## config.mk

```make
export PLATFORM = sky130hd
export DESIGN_NAME = rvx_decode
export DESIGN_NICKNAME = d
export VERILOG_FILES = /design/src/hdl/rv32i_instruction_executor_assert.svh /design/src/hdl/rvx_pkg.sv /design/src/hdl/rvx_decode.sv
export SDC_FILE = /design/constraint.sdc
export NUM_CORES = 1
export LEC_CHECK = 0
export BUFFER_PORTS_ARGS = -buffer_cell sky130_fd_sc_hd__buf_2
export CAP_MARGIN = 20
export CORE_MARGIN = 3
export CORE_UTILIZATION = 40
export DETAILED_ROUTE_END_ITERATION = 10
export GPL_TIMING_DRIVEN = 1
export PLACE_DENSITY = 0.58
export SLEW_MARGIN = 0
export SYNTH_ARGS = -nofsm -noshare
export SYNTH_HDL_FRONTEND = slang
export SYNTH_SLANG_ARGS = --single-unit
```

## constraint.sdc

```tcl
create_clock -name clock -period 2.62 [get_ports clock]
set_input_delay 0.524 -clock clock [delete_from_list [all_inputs] [get_ports clock]]
set_output_delay 0.524 -clock clock [all_outputs]
set_load 0.05 [all_outputs]
```

## src/hdl/rv32i_instruction_executor_assert.svh

```systemverilog
// Assertion macros for the instruction executor.
`ifndef RV32I_INSTRUCTION_EXECUTOR_ASSERT_SVH
`define RV32I_INSTRUCTION_EXECUTOR_ASSERT_SVH

// Implication checked every clock outside reset.
`define RVX_ASSERT_IMPL(label, clk, rst, ante, cons, msg) \
   label: assert property (@(posedge clk) disable iff (rst) (ante) |-> (cons)) \
      else $error(msg);

// Next-cycle implication checked outside reset.
`define RVX_ASSERT_NEXT(label, clk, rst, ante, cons, msg) \
   label: assert property (@(posedge clk) disable iff (rst) (ante) |=> (cons)) \
      else $error(msg);

`endif

```

## src/hdl/rvx_pkg.sv

```systemverilog
// ----------------------------------------------------------------------------
// rvx_pkg
// Shared types and constants of the RV32I instruction executor.
// ----------------------------------------------------------------------------
package rvx_pkg;

   localparam int unsigned MEM_BYTES = 8192;
   localparam int unsigned MEM_AW    = $clog2(MEM_BYTES);
   localparam int unsigned MEM_ROWS  = MEM_BYTES / 4;   // rows per byte bank
   localparam int unsigned ROW_AW    = MEM_AW - 2;
   localparam int unsigned QUEUE_DEPTH = 2;

   localparam logic [6:0] OPC_OP     = 7'h33;
   localparam logic [6:0] OPC_OP_IMM = 7'h13;
   localparam logic [6:0] OPC_LOAD   = 7'h03;
   localparam logic [6:0] OPC_STORE  = 7'h23;
   localparam logic [6:0] OPC_BRANCH = 7'h63;
   localparam logic [6:0] OPC_JALR   = 7'h67;
   localparam logic [6:0] OPC_JAL    = 7'h6F;
   localparam logic [6:0] OPC_LUI    = 7'h37;
   localparam logic [6:0] OPC_AUIPC  = 7'h17;
   localparam logic [6:0] OPC_SYSTEM = 7'h73;
   localparam logic [31:0] ECALL_WORD = 32'h0000_0073;
   localparam logic [31:0] SYS_EXIT   = 32'd10;
   localparam logic [31:0] SYS_PRINT_INT = 32'd1;
   localparam logic [31:0] SYS_PRINT_STR = 32'd4;

   typedef enum logic [3:0] {
      CLS_BAD, CLS_ALU, CLS_LOAD, CLS_STORE, CLS_BRANCH, CLS_JALR,
      CLS_JAL, CLS_LUI, CLS_AUIPC, CLS_ECALL
   } cls_type;

   // decoded instruction passed from front to back
   typedef struct packed {
      cls_type     cls;
      logic [2:0]  f3;
      logic        alt;      // sub / sra
      logic        use_imm;  // ALU operand b is immediate
      logic [4:0]  rd;
      logic [4:0]  rs1;
      logic [4:0]  rs2;
      logic [31:0] imm;
   } dec_type;

endpackage

```

## src/hdl/rvx_decode.sv

```systemverilog
// ----------------------------------------------------------------------------
// rvx_decode
// Front end: accepts instruction beats, classifies them, queues decoded ops.
// ----------------------------------------------------------------------------
module rvx_decode import rvx_pkg::*; (
   input  logic        clock,
   input  logic        reset,
   input  logic        req_valid,
   output logic        req_ready,
   input  logic [31:0] req_instr_word,
   output logic        dq_valid,
   input  logic        dq_pop,
   output dec_type     dq_data
);

   dec_type dec;
   dec_type q_ff [QUEUE_DEPTH];
   logic    rd_ptr_ff, rd_ptr_in, wr_ptr_ff, wr_ptr_in;
   logic [1:0] cnt_ff, cnt_in;
   logic    push;

   always_comb begin
      logic [31:0] w;
      logic [6:0]  f7;
      w = req_instr_word;
      f7 = w[31:25];
      dec.cls = CLS_BAD;
      dec.f3  = w[14:12];
      dec.alt = 1'b0;
      dec.use_imm = 1'b0;
      dec.rd  = w[11:7];
      dec.rs1 = w[19:15];
      dec.rs2 = w[24:20];
      dec.imm = {{20{w[31]}}, w[31:20]};
      unique case (w[6:0])
         OPC_OP: begin
            if (f7 == 7'h00 || (f7 == 7'h20 && (w[14:12] == 3'd0 || w[14:12] == 3'd5)))
               dec.cls = CLS_ALU;
            dec.alt = f7[5];
         end
         OPC_OP_IMM: begin
            dec.use_imm = 1'b1;
            if (w[14:12] == 3'd1) begin
               if (f7 == 7'h00) dec.cls = CLS_ALU;
               dec.imm = {27'd0, w[24:20]};
            end else if (w[14:12] == 3'd5) begin
               if (f7 == 7'h00 || f7 == 7'h20) dec.cls = CLS_ALU;
               dec.alt = f7[5];
               dec.imm = {27'd0, w[24:20]};
            end else begin
               dec.cls = CLS_ALU;
            end
         end
         OPC_LOAD: begin
            if (w[14:12] != 3'd3 && w[14:12] != 3'd6 && w[14:12] != 3'd7)
               dec.cls = CLS_LOAD;
         end
         OPC_STORE: begin
            if (w[14:12] <= 3'd2) dec.cls = CLS_STORE;
            dec.imm = {{20{w[31]}}, w[31:25], w[11:7]};
         end
         OPC_BRANCH: begin
            if (w[14:12] != 3'd2 && w[14:12] != 3'd3) dec.cls = CLS_BRANCH;
            dec.imm = {{20{w[31]}}, w[7], w[30:25], w[11:8], 1'b0};
         end
         OPC_JALR: if (w[14:12] == 3'd0) dec.cls = CLS_JALR;
         OPC_JAL: begin
            dec.cls = CLS_JAL;
            dec.imm = {{12{w[31]}}, w[19:12], w[20], w[30:21], 1'b0};
         end
         OPC_LUI: begin
            dec.cls = CLS_LUI;
            dec.imm = {w[31:12], 12'd0};
         end
         OPC_AUIPC: begin
            dec.cls = CLS_AUIPC;
            dec.imm = {w[31:12], 12'd0};
         end
         OPC_SYSTEM: if (w == ECALL_WORD) dec.cls = CLS_ECALL;
         default: dec.cls = CLS_BAD;
      endcase
   end

   assign req_ready = (cnt_ff != 2'(QUEUE_DEPTH));
   assign push      = req_valid && req_ready;
   assign dq_valid  = (cnt_ff != 2'd0);
   assign dq_data   = q_ff[rd_ptr_ff];

   always_comb begin
      wr_ptr_in = wr_ptr_ff ^ push;
      rd_ptr_in = rd_ptr_ff ^ dq_pop;
      cnt_in    = cnt_ff + 2'(push) - 2'(dq_pop);
   end

   always_ff @(posedge clock) begin
      if (reset) begin
         rd_ptr_ff <= 1'b0;
         wr_ptr_ff <= 1'b0;
         cnt_ff    <= 2'd0;
      end else begin
         rd_ptr_ff <= rd_ptr_in;
         wr_ptr_ff <= wr_ptr_in;
         cnt_ff    <= cnt_in;
      end
   end

   always_ff @(posedge clock) begin
      if (push) q_ff[wr_ptr_ff] <= dec;
   end

endmodule

```

# Yosys cells after proc, flatten, opt, wreduce, memory -nomap -nowiden

Memory sizes are Yosys's and may differ from the RTL's. A register that Yosys moved wholly into a read port is not among the register bits.
Index checks and enable logic that the tools add are counted.

Add/subtract/negate cells: 2
Bitwise logic cells: 2
Equal/unequal tests: 19
Reduce and logical (&&, ||, !) cells: 12
Order comparisons: 1
Muxes and demuxes: 21

Operators by type and width:

| cell                  | count |
|---|---|
| $pmux W32 S5          | 1 |
| $mux W32              | 2 |
| $pmux W4 S10          | 1 |
| $eq A32 B7 Y1 const B | 1 |
| $eq A7 B6 Y1 const B  | 4 |
| $eq A7 B7 Y1 const B  | 4 |
| $eq A7 B5 Y1 const B  | 2 |
| $mux W1               | 10 |
| $mux W4               | 2 |
| $eq A7 B2 Y1 const B  | 1 |
| $logic_not A7 Y1      | 1 |
| $mux W3               | 2 |
| $ne A3 B2 Y1 const B  | 2 |
| $ne A3 B3 Y1 const B  | 2 |
| $logic_and A1 B1 Y1   | 5 |
| $mux W2               | 2 |
| $eq A3 B1 Y1 const B  | 1 |
| $eq A3 B3 Y1 const B  | 1 |
| $le A3 B2 Y1 const B  | 1 |
| $logic_not A3 Y1      | 1 |
| $logic_or A1 B1 Y1    | 3 |
| $add A2 B1 Y2         | 1 |
| $ne A2 B2 Y1 const B  | 1 |
| $pmux W1 S2           | 1 |
| other kinds (4)       | 5 |

Input port bits: 36
Register bits after elaboration: 4
Memories kept: 1
Output and inout port bits: 58
RAM bits: 112

Memories:

| memory | words | width | read ports | clocked after Yosys merged registers in | write ports | line             | source |
|---|---|---|---|---|---|---|---|
| q_ff   | 2     | 56    | 1          | 1                                       | 1           | rvx_decode.sv:17 | `dec_type q_ff [QUEUE_DEPTH];` |

# Logic depth before layout (Yosys ltp)

Depth in word-level cells: 6
Mapped depth: 8
Mapped depth without buffers: 8

# Least setup slack after synthesis

No wires, ideal clock.

Kind: flip-flop to flip-flop
From: reg cnt_ff[0]
To: mem q_ff[1][0] (netlist bit), enable pin
Stages on the path, launching flop included: 5
Arrival: 2.370 ns
Data required time: 2.200 ns
Slack: -0.170 ns
Cells stage by stage: dfxtp_1 > nand2b_1 > nand2_1 > inv_1 > ha_1

Cells in the longest elaborated chain, start to end: 4

RTL lines:

| what                          | line              | source |
|---|---|---|
| from (decl)                   | rvx_decode.sv:19  | `logic [1:0] cnt_ff, cnt_in;` |
| from (signal assigned)        | rvx_decode.sv:103 | `cnt_ff <= cnt_in;` |
| $ne A2 B2 Y1                  | rvx_decode.sv:84  | `assign req_ready = (cnt_ff != 2'(QUEUE_DEPTH));` |
| named net req_ready           | rvx_decode.sv:9   | `output logic req_ready,` |
| $logic_and A1 B1 Y1           | rvx_decode.sv:85  | `assign push = req_valid && req_ready;` |
| $mux W1                       | rvx_decode.sv:108 | `if (push) q_ff[wr_ptr_ff] <= dec;` |
| $mux W1 (not written as such) | rvx_decode.sv:108 |  |
| to (decl)                     | rvx_decode.sv:17  |  |

The timed path passes the listed nets, and every way through them passes these cells.

==> results.ini <==
[outcome]
status = finished, final reports clean

[clocking]
clkTransAtPathRegs_ps = 50
clk_latency_ps = 410
cts_buffer_depth = 2
cts_root_buf = clkbuf_16
clkSinkCount = 116
cts_tree = yes
cts-resized-gates = 0
cts_max_level = 4
cts_hold_buf = 0
numCtsBuffers = 17
postCtsSetupBuffers = 0

[hold_path]
whs_path_depth = 2
hp-class = in -> reg

[synthesis]
yosysSeqAreaShare_pct = 69.3
syn_avg_cell_area_um2 = 16.0
syn_inst = 311
synth_fp_nets = 351
synth_fa_ha_area_share_pct = 1.01
synth.distinct_cells = 49
synthFlopType = edfxtp_1
muxShareOfSynthArea_pct = 12.9
synth_xor_area_share_pct = 0.705
synth_compound_area_share_pct = 6.25
ys_ff_latch = 116
synth_top_family_by_area = multiplexers
async_flop_share_pct = 0
synth_edf_count = 112
synth_simple_gate_area_share_pct = 8.04
syn-cell-area_um2 = 4970
yosysWarnings = 0

[sta]
worst_pin_slew_ps = 586
fin_tns_setup_ps = 0
clock_skew_ps = 4.33
hold_violations = 0
period_minus_slack_ps = 2150
drv_slew = 0
hold_slack_ps = 322
setup_viol = 0
rsz0062_at_grt = no
max_slew_margin_pct = 61.0
period_share_pct = 82.1
fmax_ghz = 0.465

[setup_path]
required_ps = 2100
reg2regPathDepth = 5
arrival_ps = 1630
cp-end-kind = output port
critPathLaunchType = register
critPathMaxFanout = 17
crit_type = reg -> out

[power_and_ir_drop]
peakVddDrop_mv = 0.568
total_power_mw = 5.83
p_leak_nw = 2.32
power_density_nw_per_um2 = 947

[global_route]
grt_max_degree = 41
grt_pass1_vias = 3084
antenna_found_initial = 0
grt_pass1_wl_um = 17300
grtUsageTotal_pct = 16.4
grt-ovfl-total = 0

[die]
rows = 40
core_um2 = 12100
die_y_um = 117
die_w_um = 117
die_area_um2 = 13800
ios = 94
initial_utilization_pct = 41.2

[placed_design]
hpwl_um = 7230
portBuffers = 93
dp_cells = 569
routabilityCongestion = 0.856

[finish]
stdcell_count = 600
diodes = 0
drive_gt1_share_pct = 43.8
fin_nets = 460
areaGrowthSynthToFinish_pct = 23.8

[job]
drv_cap = 0

[route]
vias = 3063
drtPass1Iterations = 4
finalWirelength_um = 10800
wire_per_inst_um = 18.0
ant_nets = 0
drc = 0
drt_iter0_drc = 232
viasPerCell = 5.11

metrics by stage:
| stage | util, % | area (µm²) | setup slack, ps |
|---|---|---|---|
| final | 51.0 | 6150 | 470 |
| after global routing | 51.0 | 6150 | 406 |
| after CTS | 51.0 | 6150 | 435 |
| after detailed placement | 47.0 | 5670 | 364 |
| after global placement | 47.0 | 5670 | 361 |
| after floorplan | - | 4970 | -170 |
logic make-up after synthesis:
logic type	after synthesis
flip-flops	116
AND/OR/NAND/NOR	70
multiplexers	57
AO/OA/AOI/OAI	41
buffers and inverters	19
XOR/XNOR	4
adder cells (fa/ha/maj)	4
cell type report:
class	count	area (µm²)
clock inverter	9	40.0
clock buffer	22	444
multi-input combinational	176	1440
tap	168	210
inverter	7	26.3
timing repair buffer	102	546
fill	1054	5910
sequential	116	3440
routing by layer:
| layer | track usage, % | vias to the layer above | routed length, µm |
|---|---|---|---|
| li1 | - | 1430 | - |
| met1 | 22.1 | 1505 | 5000 |
| met2 | 24.9 | 116 | 4960 |
| met3 | 4.87 | 12 | 686 |
| met4 | 6.60 | 0 | 136 |
| met5 | 0 | - | 0 |
power by group:
part / total, mW / internal, mW / switching, mW
sequential: 2.44 / 2.38 / 0.0587
clock: 1.89 / 1.17 / 0.718
combinational: 1.49 / 0.386 / 1.11
flip-flops by register name (all words and copies together) (netlist names):
name,flops
q_ff,112
cnt_ff,2
rd_ptr_ff,1
wr_ptr_ff,1
synthesized netlist by cell type, drive strengths merged (3+ instances only):
| master | count | share of area, % |
|---|---|---|
| edfxtp | 112 | 68 |
| mux2 | 56 | 13 |
| nand2 | 22 | 1.7 |
| a21o | 11 | 1.7 |
| nor2 | 10 | 0.81 |
| and2 | 9 | 1.1 |
| buf | 7 | 0.88 |
| inv | 7 | 0.53 |
| o21ai | 7 | 0.71 |
| a22o | 5 | 0.88 |
| clkbuf | 5 | 0.38 |
| nor2b | 5 | 0.63 |
| dfxtp | 4 | 1.6 |
| ha | 4 | 1.0 |
| nand2b | 4 | 0.50 |
| nor3 | 4 | 0.73 |
| a21oi | 3 | 0.30 |
| o2111ai | 3 | 0.65 |
critical path: stages, from the launching register on:
cell	delay (ps)
dfxtp_2	340
buf_4	270
mux2_2	390
buf_2	220
path summary, 6_finish.rpt:
kind | start | endpoint | slack [ps]
worst max register to register | cnt_ff[0]$_SDFF_PP0_ | q_ff[1][6]$_DFFE_PP_ | 950
worst max-delay path | rd_ptr_ff$_SDFF_PP0_ | dq_data[48] | 470
worst min register to register | cnt_ff[1]$_SDFF_PP0_ | cnt_ff[1]$_SDFF_PP0_ | 550
worst min-delay path | reset | wr_ptr_ff$_SDFF_PP0_ | 320
layout by cell type, fill, tap and decap left out, types with 2 or more instances in the layout:
cell type	netlist	routed
ha_1	4	2
and2_1	9	9
nand2_1	22	22
a21o_1	11	11
clkbuf_1	5	5
clkinv_2	0	5
nor3_1	2	2
nand4_1	2	2
xnor2_1	2	2
a22o_1	5	5
a21boi_0	2	2
buf_2	5	93
clkinv_1	0	4
buf_4	1	8
mux2_2	56	56
nor2_1	9	9
o2111ai_1	2	2
nand3b_1	2	2
nor3b_1	2	2
nand2b_1	4	4
ha_2	0	2
a21oi_1	3	3
or4_1	2	2
edfxtp_1	112	112
nor2b_1	5	5
xor2_1	2	2
dfxtp_1	4	3
o21ai_0	6	6
inv_1	7	7
nor4b_1	2	2
clkbuf_16	0	17
o41ai_1	2	2
Note: power is estimated with default switching activity, not from simulation.
